File: src/rtl/i2cm_pkg.sv
// ----------------------------------------------------------------------------
// i2cm_pkg: shared types and constants for the I2C master byte engine
// Holds command codes, operation enum, item and result records.
// ----------------------------------------------------------------------------
package i2cm_pkg;

  localparam int BYTE_BITS = 8;
  localparam int TICK_W    = 16;
  localparam int PHASE_W   = 2;
  localparam int BIT_W     = 4;

  localparam logic [TICK_W-1:0] HALF_PERIOD_RESET = 16'd5;

  // Raw command codes on the input channel
  localparam logic [2:0] CMD_NONE  = 3'd0;
  localparam logic [2:0] CMD_START = 3'd1;
  localparam logic [2:0] CMD_STOP  = 3'd2;
  localparam logic [2:0] CMD_WRITE = 3'd3;
  localparam logic [2:0] CMD_READ  = 3'd4;

  typedef enum logic [2:0] {
    OP_IDLE  = 3'd0,
    OP_START = 3'd1,
    OP_STOP  = 3'd2,
    OP_WRITE = 3'd3,
    OP_READ  = 3'd4
  } op_e;

  // Classified tick item handed from front to back
  typedef struct packed {
    op_e                  op;
    logic [BYTE_BITS-1:0] write_byte;
    logic                 send_ack;
    logic                 sda_in;
  } item_t;

  // One result per tick
  typedef struct packed {
    logic                 scl_level;
    logic                 sda_level;
    logic                 sda_drive;
    logic                 busy_res;
    logic                 done_res;
    logic                 nack_seen;
    logic [BYTE_BITS-1:0] read_byte;
  } result_t;

endpackage

File: src/rtl/i2cm_fifo.sv
// ----------------------------------------------------------------------------
// i2cm_fifo: two-entry queue
// Decouples producer and consumer; full and empty come from a registered count.
// ----------------------------------------------------------------------------
module i2cm_fifo #(
  parameter int WIDTH = 8
) (
  input  logic             clk_i,
  input  logic             rst_ni,
  input  logic             push_i,
  input  logic [WIDTH-1:0] push_data_i,
  output logic             full_o,
  input  logic             pop_i,
  output logic             valid_o,
  output logic [WIDTH-1:0] pop_data_o
);

  localparam int DEPTH = 2;
  localparam int PTR_W = $clog2(DEPTH);
  localparam int CNT_W = $clog2(DEPTH + 1);

  logic [WIDTH-1:0] mem_q [DEPTH];
  logic [PTR_W-1:0] wr_ptr_q, wr_ptr_d;
  logic [PTR_W-1:0] rd_ptr_q, rd_ptr_d;
  logic [CNT_W-1:0] count_q, count_d;
  logic             do_push, do_pop;

  assign full_o     = (count_q == CNT_W'(DEPTH));
  assign valid_o    = (count_q != '0);
  assign pop_data_o = mem_q[rd_ptr_q];
  assign do_push    = push_i && !full_o;
  assign do_pop     = pop_i && valid_o;

  // Advance pointers and occupancy
  always_comb begin
    wr_ptr_d = wr_ptr_q;
    rd_ptr_d = rd_ptr_q;
    count_d  = count_q;
    if (do_push) begin
      wr_ptr_d = (wr_ptr_q == PTR_W'(DEPTH - 1)) ? '0 : wr_ptr_q + 1'b1;
    end
    if (do_pop) begin
      rd_ptr_d = (rd_ptr_q == PTR_W'(DEPTH - 1)) ? '0 : rd_ptr_q + 1'b1;
    end
    case ({do_push, do_pop})
      2'b10:   count_d = count_q + 1'b1;
      2'b01:   count_d = count_q - 1'b1;
      default: count_d = count_q;
    endcase
  end

  always_ff @(posedge clk_i or negedge rst_ni) begin
    if (!rst_ni) begin
      wr_ptr_q <= '0;
      rd_ptr_q <= '0;
      count_q  <= '0;
    end else begin
      wr_ptr_q <= wr_ptr_d;
      rd_ptr_q <= rd_ptr_d;
      count_q  <= count_d;
    end
  end

  // Store entries; payload needs no reset
  always_ff @(posedge clk_i) begin
    if (do_push) begin
      mem_q[wr_ptr_q] <= push_data_i;
    end
  end

endmodule

File: src/rtl/i2cm_front.sv
// ----------------------------------------------------------------------------
// i2cm_front: input side of the byte engine
// Accepts tick items, classifies the command code and queues the item.
// ----------------------------------------------------------------------------
module i2cm_front
  import i2cm_pkg::*;
(
  input  logic                 clk_i,
  input  logic                 rst_ni,
  input  logic                 in_valid_i,
  output logic                 in_stall_o,
  input  logic [2:0]           cmd_i,
  input  logic [BYTE_BITS-1:0] write_byte_i,
  input  logic                 send_ack_i,
  input  logic                 sda_in_i,
  input  logic                 item_pop_i,
  output logic                 item_valid_o,
  output item_t                item_o
);

  item_t            item_in;
  logic             full;
  logic [$bits(item_t)-1:0] item_raw;

  // Decode the command; unknown codes become no operation
  always_comb begin
    item_in.write_byte = write_byte_i;
    item_in.send_ack   = send_ack_i;
    item_in.sda_in     = sda_in_i;
    unique case (cmd_i)
      CMD_START: item_in.op = OP_START;
      CMD_STOP:  item_in.op = OP_STOP;
      CMD_WRITE: item_in.op = OP_WRITE;
      CMD_READ:  item_in.op = OP_READ;
      default:   item_in.op = OP_IDLE;
    endcase
  end

  assign in_stall_o = full;

  i2cm_fifo #(
    .WIDTH ($bits(item_t))
  ) u_item_fifo (
    .clk_i       (clk_i),
    .rst_ni      (rst_ni),
    .push_i      (in_valid_i),
    .push_data_i (item_in),
    .full_o      (full),
    .pop_i       (item_pop_i),
    .valid_o     (item_valid_o),
    .pop_data_o  (item_raw)
  );

  assign item_o = item_t'(item_raw);

endmodule

File: src/rtl/i2cm_engine.sv
// ----------------------------------------------------------------------------
// i2cm_engine: back side of the byte engine
// Steps the command phases, ending each when its tick count reaches the half period, and drives the bus pins.
// ----------------------------------------------------------------------------
module i2cm_engine
  import i2cm_pkg::*;
(
  input  logic              clk_i,
  input  logic              rst_ni,
  input  logic              cfg_we_i,
  input  logic [TICK_W-1:0] cfg_data_i,
  input  logic              item_valid_i,
  input  item_t             item_i,
  output logic              item_pop_o,
  input  logic              res_full_i,
  output logic              res_push_o,
  output result_t           res_o
);

  logic [TICK_W-1:0]    hp_q;
  logic [TICK_W-1:0]    hp_eff;
  op_e                  op_q, op_d;
  logic [PHASE_W-1:0]   phase_q, phase_d;
  logic [BIT_W-1:0]     bit_q, bit_d;
  logic [TICK_W-1:0]    tick_q, tick_d;
  logic [TICK_W:0]      tick_sum;
  logic [BYTE_BITS-1:0] shift_q, shift_d;
  logic                 ack_q, ack_d;
  logic                 scl_q, scl_d;
  logic                 sda_q, sda_d;
  logic                 oe_q, oe_d;
  logic                 nack_q, nack_d;
  logic [BYTE_BITS-1:0] rbyte_q, rbyte_d;
  logic                 fire, apply, done, finish;
  logic                 in_byte_q, in_byte_d;

  assign fire       = item_valid_i && !res_full_i;
  assign item_pop_o = fire;
  assign res_push_o = fire;
  assign hp_eff     = (hp_q == '0) ? TICK_W'(1) : hp_q;
  assign tick_sum   = {1'b0, tick_q} + 1'b1;
  assign in_byte_q  = (bit_q < BIT_W'(BYTE_BITS));
  assign in_byte_d  = (bit_d < BIT_W'(BYTE_BITS));

  // Next state: accept commands when idle, end phases when the count expires
  always_comb begin
    op_d    = op_q;
    phase_d = phase_q;
    bit_d   = bit_q;
    tick_d  = tick_q;
    shift_d = shift_q;
    ack_d   = ack_q;
    nack_d  = nack_q;
    rbyte_d = rbyte_q;
    apply   = 1'b0;
    done    = 1'b0;
    finish  = 1'b0;
    if (fire) begin
      if (op_q == OP_IDLE) begin
        if (item_i.op != OP_IDLE) begin
          op_d    = item_i.op;
          phase_d = '0;
          bit_d   = '0;
          tick_d  = '0;
          if (item_i.op == OP_WRITE) begin
            shift_d = item_i.write_byte;
          end
          if (item_i.op == OP_READ) begin
            shift_d = '0;
            ack_d   = item_i.send_ack;
          end
          apply = 1'b1;
        end
      end else if (tick_sum >= {1'b0, hp_eff}) begin
        tick_d = '0;
        unique case (op_q)
          OP_START: begin
            if (phase_q < PHASE_W'(3)) phase_d = phase_q + 1'b1;
            else finish = 1'b1;
          end
          OP_STOP: begin
            if (phase_q < PHASE_W'(2)) phase_d = phase_q + 1'b1;
            else finish = 1'b1;
          end
          OP_WRITE: begin
            if (in_byte_q) begin
              if (phase_q == '0) begin
                phase_d = PHASE_W'(1);
              end else begin
                shift_d = {shift_q[BYTE_BITS-2:0], 1'b0};
                bit_d   = bit_q + 1'b1;
                phase_d = '0;
              end
            end else if (phase_q == '0) begin
              nack_d  = item_i.sda_in;
              phase_d = PHASE_W'(1);
            end else begin
              finish = 1'b1;
            end
          end
          OP_READ: begin
            if (in_byte_q) begin
              if (phase_q == '0) begin
                shift_d = {shift_q[BYTE_BITS-2:0], item_i.sda_in};
                phase_d = PHASE_W'(1);
              end else begin
                bit_d   = bit_q + 1'b1;
                phase_d = '0;
              end
            end else if (phase_q < PHASE_W'(2)) begin
              phase_d = phase_q + 1'b1;
            end else begin
              rbyte_d = shift_q;
              finish  = 1'b1;
            end
          end
          default: finish = 1'b1;
        endcase
        if (finish) begin
          op_d    = OP_IDLE;
          phase_d = '0;
          bit_d   = '0;
          done    = 1'b1;
        end else begin
          apply = 1'b1;
        end
      end else begin
        tick_d = tick_sum[TICK_W-1:0];
      end
    end
  end

  // Pin drivers for the phase just entered
  always_comb begin
    scl_d = scl_q;
    sda_d = sda_q;
    oe_d  = oe_q;
    if (apply) begin
      unique case (op_d)
        OP_START: begin
          unique case (phase_d)
            2'd0: begin
              sda_d = 1'b1;
              oe_d  = 1'b1;
            end
            2'd1:    scl_d = 1'b1;
            2'd2:    sda_d = 1'b0;
            default: scl_d = 1'b0;
          endcase
        end
        OP_STOP: begin
          if (phase_d == '0) begin
            oe_d  = 1'b1;
            sda_d = 1'b0;
          end else if (phase_d == PHASE_W'(1)) begin
            scl_d = 1'b1;
          end else begin
            sda_d = 1'b1;
          end
        end
        OP_WRITE: begin
          if (in_byte_d) begin
            if (phase_d == '0) begin
              sda_d = shift_d[BYTE_BITS-1];
              oe_d  = 1'b1;
              scl_d = 1'b1;
            end else begin
              scl_d = 1'b0;
            end
          end else if (phase_d == '0) begin
            oe_d  = 1'b0;
            scl_d = 1'b1;
          end else begin
            scl_d = 1'b0;
            oe_d  = 1'b1;
          end
        end
        OP_READ: begin
          if (in_byte_d) begin
            if (phase_d == '0) begin
              oe_d  = 1'b0;
              scl_d = 1'b1;
            end else begin
              scl_d = 1'b0;
            end
          end else if (phase_d == '0) begin
            oe_d  = 1'b1;
            sda_d = !ack_d;
          end else if (phase_d == PHASE_W'(1)) begin
            scl_d = 1'b1;
          end else begin
            scl_d = 1'b0;
          end
        end
        default: scl_d = scl_q;
      endcase
    end
  end

  // Assemble the result from the updated state
  always_comb begin
    res_o.scl_level = scl_d;
    res_o.sda_level = sda_d;
    res_o.sda_drive = oe_d;
    res_o.busy_res  = (op_d != OP_IDLE);
    res_o.done_res  = done;
    res_o.nack_seen = nack_d;
    res_o.read_byte = rbyte_d;
  end

  always_ff @(posedge clk_i or negedge rst_ni) begin
    if (!rst_ni) begin
      hp_q    <= HALF_PERIOD_RESET;
      op_q    <= OP_IDLE;
      phase_q <= '0;
      bit_q   <= '0;
      tick_q  <= '0;
      shift_q <= '0;
      ack_q   <= 1'b0;
      scl_q   <= 1'b1;
      sda_q   <= 1'b1;
      oe_q    <= 1'b1;
      nack_q  <= 1'b0;
      rbyte_q <= '0;
    end else begin
      if (cfg_we_i) begin
        hp_q <= cfg_data_i;
      end
      op_q    <= op_d;
      phase_q <= phase_d;
      bit_q   <= bit_d;
      tick_q  <= tick_d;
      shift_q <= shift_d;
      ack_q   <= ack_d;
      scl_q   <= scl_d;
      sda_q   <= sda_d;
      oe_q    <= oe_d;
      nack_q  <= nack_d;
      rbyte_q <= rbyte_d;
    end
  end

endmodule

File: src/rtl/i2c_master_byte_engine_top.sv
// Path: a tick item is registered in the input queue, the engine forms its result
// combinationally and pushes it into the result queue, which feeds the output.
// Throughput: one tick item per cycle unless the result queue is full or the output is stalled.
// Reset: asynchronous active low; bus released (SCL, SDA high, driven), idle,
// half period 5 ticks; both queues empty.
// ----------------------------------------------------------------------------
// i2c_master_byte_engine_top: I2C master byte engine
// Front queue of tick items, phase engine, and result queue.
// ----------------------------------------------------------------------------
module i2c_master_byte_engine_top
  import i2cm_pkg::*;
(
  input  logic                 clk_i,
  input  logic                 rst_ni,
  input  logic                 cfg_valid_i,
  output logic                 cfg_ready_o,
  input  logic [TICK_W-1:0]    cfg_half_period_ticks_i,
  input  logic                 in_valid_i,
  output logic                 in_stall_o,
  input  logic [2:0]           cmd_i,
  input  logic [BYTE_BITS-1:0] write_byte_i,
  input  logic                 send_ack_i,
  input  logic                 sda_in_i,
  output logic                 out_valid_o,
  input  logic                 out_stall_i,
  output logic                 scl_level_o,
  output logic                 sda_level_o,
  output logic                 sda_drive_o,
  output logic                 busy_res_o,
  output logic                 done_res_o,
  output logic                 nack_seen_o,
  output logic [BYTE_BITS-1:0] read_byte_o
);

  logic    item_valid, item_pop;
  item_t   item;
  logic    res_full, res_push;
  result_t res_in, res_out;
  logic [$bits(result_t)-1:0] res_raw;

  assign cfg_ready_o = 1'b1;

  i2cm_front u_front (
    .clk_i        (clk_i),
    .rst_ni       (rst_ni),
    .in_valid_i   (in_valid_i),
    .in_stall_o   (in_stall_o),
    .cmd_i        (cmd_i),
    .write_byte_i (write_byte_i),
    .send_ack_i   (send_ack_i),
    .sda_in_i     (sda_in_i),
    .item_pop_i   (item_pop),
    .item_valid_o (item_valid),
    .item_o       (item)
  );

  i2cm_engine u_engine (
    .clk_i        (clk_i),
    .rst_ni       (rst_ni),
    .cfg_we_i     (cfg_valid_i && cfg_ready_o),
    .cfg_data_i   (cfg_half_period_ticks_i),
    .item_valid_i (item_valid),
    .item_i       (item),
    .item_pop_o   (item_pop),
    .res_full_i   (res_full),
    .res_push_o   (res_push),
    .res_o        (res_in)
  );

  // Hold results until the consumer takes the transfer
  i2cm_fifo #(
    .WIDTH ($bits(result_t))
  ) u_res_fifo (
    .clk_i       (clk_i),
    .rst_ni      (rst_ni),
    .push_i      (res_push),
    .push_data_i (res_in),
    .full_o      (res_full),
    .pop_i       (!out_stall_i),
    .valid_o     (out_valid_o),
    .pop_data_o  (res_raw)
  );

  assign res_out     = result_t'(res_raw);
  assign scl_level_o = res_out.scl_level;
  assign sda_level_o = res_out.sda_level;
  assign sda_drive_o = res_out.sda_drive;
  assign busy_res_o  = res_out.busy_res;
  assign done_res_o  = res_out.done_res;
  assign nack_seen_o = res_out.nack_seen;
  assign read_byte_o = res_out.read_byte;

endmodule

File: config.mk
export PLATFORM = sky130hd
export DESIGN_NAME = i2c_master_byte_engine_top
export DESIGN_NICKNAME = d
export VERILOG_FILES = /design/src/rtl/i2cm_pkg.sv /design/src/rtl/i2cm_fifo.sv /design/src/rtl/i2cm_front.sv /design/src/rtl/i2cm_engine.sv /design/src/rtl/i2c_master_byte_engine_top.sv
export SDC_FILE = /design/constraint.sdc
export NUM_CORES = 1
export LEC_CHECK = 0
export BUFFER_PORTS_ARGS = -buffer_cell sky130_fd_sc_hd__buf_2
export CORE_UTILIZATION = 39
export CTS_CLUSTER_DIAMETER = 80
export DETAILED_ROUTE_END_ITERATION = 6
export SETUP_SLACK_MARGIN = 0.1
export SLEW_MARGIN = 0
export SYNTH_ARGS = -nofsm -noshare
export SYNTH_HDL_FRONTEND = slang
export SYNTH_SLANG_ARGS = --single-unit
File: constraint.sdc
create_clock -name clk_i -period 4.6 [get_ports clk_i]
set_input_delay 0.46 -clock clk_i [delete_from_list [all_inputs] [get_ports clk_i]]
set_output_delay 0.46 -clock clk_i [all_outputs]
set_load 0.1 [all_outputs]
==> run metrics <==
status=completed; drt first pass iters=4; share of post-route cells with drive strength above 1=between 20% and 30%; input/output buffers=just under 50; CP most frequent cell=nand3_1; maximum clock insertion buffer count=2; Die ar.=around 0.017 mm²; setup tns final=0 ps; Final Instance Area=approximately 0.0073 mm²; Initial Utilization=a little under 40%; clock-pin slew on the worst setup and hold paths=approximately 60 ps; routed len/inst=~17 µm; Internal=~3 mW; Die X=about 130 µm; Worst Skew=about 5.8 ps; Die H=~130 µm; fin nets=around 650; final setup vio count=0; Clk pwr share=between 20% and 30%; placed wire-length estimate=9750 µm; Placement Rows=46; Crit. End Element=flop; P_sw=between 2 and 2.5 mW; total number of H-tree levels=4; register area share after synthesis=between 50% and 60%; YS warnings=0; Main synth FF type=dfrtp_1; Sequential Power Share=about 34%; synthesized cell area=~0.0063 mm²; hold_buf cts=0; sequence of cells on the critical path=and3_1, nand3_1, nor2_2, nand3_1, xnor2_1, ha_1, nand3_1, nor2_1, nand4_1, o221a_2, a31o_2, a2bb2oi_4, nor2_1, or4b_1, o211ai_1; final period utilization=roughly nine tenths; final worst slack=approximately 420 ps; ant diodes=0; area of the core=0.0158 mm²; Via-to-Cell Ratio=between 5 and 6; most frequent cell after synthesis=dfrtp_1; DR iter-0 viols=205; GRT Total Usage=17.8%; Cells after Synth=546; type of origin of the critical path=flop; first-pass GRT wire length=around 22000 µm; vias in the first global route=4397; initial antenna violation count=0; Leakage=about 3 nW; number of remaining DRC errors=0; GRT overflow=0; Seq cells post-synth=around 120; Max stage delay cell, worst path=or4b_1; DR vias=roughly 4300; Post-synth ARST share=56.5%; Worst EP arrival=4380 ps; Sink Count=around 120; slowest stage delay, CP=about 500 ps; Comb pwr share=about two fifths; switch share=a little over two fifths; endpoints failing hold=0; CP Max Fanout=7; CP Class=flop to flop; CTS tree=built; dominant cells by area after synthesis=dfrtp_1 26%, edfxtp_1 26%, mux2_2 5.9%; Max VDD drop=a little under 0.6 mV; IO Pins=51; GPL Wtd Cong=0.927; Max Freq=between 0.2 and 0.25 GHz; Inserted Clock Buffers=17; HP Class=primary input to flop; Worst Tran Pin Value=1120 ps; post-synth cell types=between 70 and 80; synth cell count leaders=65 x dfrtp_1, 54 x edfxtp_1, 41 x nand2_1; Slew Limit Headroom=roughly a quarter; DP Worst Slack=~310 ps; number of max-cap violations=0; Mapped Nets=603; Post-CTS Resized=0; DP Area=roughly 0.0067 mm²; Clock Root Buffer=clkbuf_16; Critical Path RT=4800 ps; final-report max-slew violation count=0; Min Hold Slack=233 ps; antenna-violating nets left=0; Setup Fix Bufs, Post-CTS=0; later-pin clock latency in the skew report=420 ps; drt total wl=13600 µm; RSZ-0062 raised after global routing=false; post-synth top area share=approximately 26%; post-layout min period=~4200 ps; pin count of the biggest net entering global routing=47; leading area contributor after synthesis=dfrtp_1; syn_area_per_cell=between 10 and 15 µm²; PD cells=around 700 mW/mm²; Post-synth EDFFs=between 50 and 60; area growth from synthesis to layout=16.8%
==> worst max-delay path, delay by kind of cell, from the launching register on <==
family / cells / cell delay [ps]
AND/OR/NAND/NOR: 9 / 1900
AO/OA/AOI/OAI: 4 / 1110
flip-flops: 1 / 450
adder cells (fa/ha/maj): 1 / 320
XOR/XNOR: 1 / 170
==> power groups by stage <==
| stage | Combinational [mW] | Sequential (mW) | Clock, mW |
|---|---|---|---|
| 3_3_place_gp | 2.06 | 1.76 | 0 |
| 5_1_grt | 2.27 | 1.80 | 1.37 |
| 3_5_place_dp | 2.09 | 1.77 | 0 |
| 2_1_floorplan | 1.80 | 1.63 | 0 |
| 4_1_cts | 2.10 | 1.75 | 1.33 |
| 6_report | 2.11 | 1.75 | 1.31 |
==> sequential cells by signal (all words and copies together), names as in the netlist, 3 cells and up <==
signal,cells
u_engine.hp_q,16
u_engine.rbyte_q,8
u_front.u_item_fifo.mem_q,26
u_engine.tick_q,16
u_engine.bit_q,4
u_engine.shift_q,8
u_res_fifo.mem_q,28
u_engine.op_q,3
==> path summary, 6_finish.rpt <==
check,startpoint,endpoint,slack (ps),cells after the start
worst max-delay path,u_engine.tick_q[2],u_res_fifo.mem_q[1][13],420,15
worst min-delay path,sda_in_i,u_front.u_item_fifo.mem_q[1][0],230,1
worst max register to register,u_engine.tick_q[2],u_res_fifo.mem_q[1][13],420,15
worst min register to register,u_res_fifo.count_q[1],u_res_fifo.count_q[1],480,1
max in group asynchronous,rst_ni,u_engine.hp_q[2],3380,2
min in group asynchronous,rst_ni,u_engine.rbyte_q[3],240,1
==> cells by family (layout without fill, tap and decap cells) <==
logic type / after synthesis / count (layout) / share of synthesized area (%)
flops: 124 / 124 / 53.8
simple gates: 155 / 155 / 12.6
other cells: 1 / 1 / 0.0597
xor+xnor: 25 / 25 / 3.49
mux: 40 / 40 / 7.03
buf+inv: 49 / 111 / 3.21
compound gates: 129 / 129 / 15.2
fa+ha+maj: 23 / 23 / 4.58
==> layer usage <==
layer / wire length (µm) / track usage (%) / up-vias / part of all wire, %
met1: 6410 / 22.7 / 2073 / 47
li1: - / - / 2105 / -
met3: 474 / 4.66 / 14 / 3.5
met4: 219 / 6.57 / 0 / 1.6
met5: 0 / 0 / - / 0
met2: 6540 / 29.0 / 88 / 48
==> cell usage in the layout (no fill, tap or decap), types with 4 or more instances in the layout <==
master and n:
a22oi_1 8, mux2_2 33, a21oi_1 22, o2bb2ai_1 4, and3_1 4, edfxtp_1 54
nand2b_1 8, xnor2_1 18, o21ai_0 35, o31ai_1 7, and2_1 4, nor2b_1 11
a22o_1 6, dfrtp_1 65, inv_1 26, nor2_1 32, nand2_1 41, nor3_1 5
a21oi_2 5, nand3_1 16, nor4_1 7, mux2i_1 7, dfstp_2 5, ha_1 22
clkbuf_16 17, clkinvlp_4 4, xor2_1 7, nand4_1 6, buf_2 49
==> stage by stage <==
| step | std cells | utilization [%] | power (mW) |
|---|---|---|---|
| after floorplan | 546 | - | 3.43 |
| after global placement | 792 | 42.5 | 3.81 |
| after detailed placement | 792 | 42.5 | 3.86 |
| after CTS | 824 | 46.1 | 5.18 |
| after global routing | 824 | 46.4 | 5.44 |
| final | 824 | 46.4 | 5.17 |
==> area by class of cell <==
| type | instances | area (µm²) |
|---|---|---|
| well taps | 216 | 270 |
| inverters | 27 | 101 |
| fillers | 1453 | 8490 |
| clock buffers | 18 | 439 |
| clock inverters | 14 | 144 |
| multi-input cells | 373 | 2740 |
| repair buffers | 52 | 268 |
| flip-flops and latches | 124 | 3380 |
(Power assumes the default switching activity.)
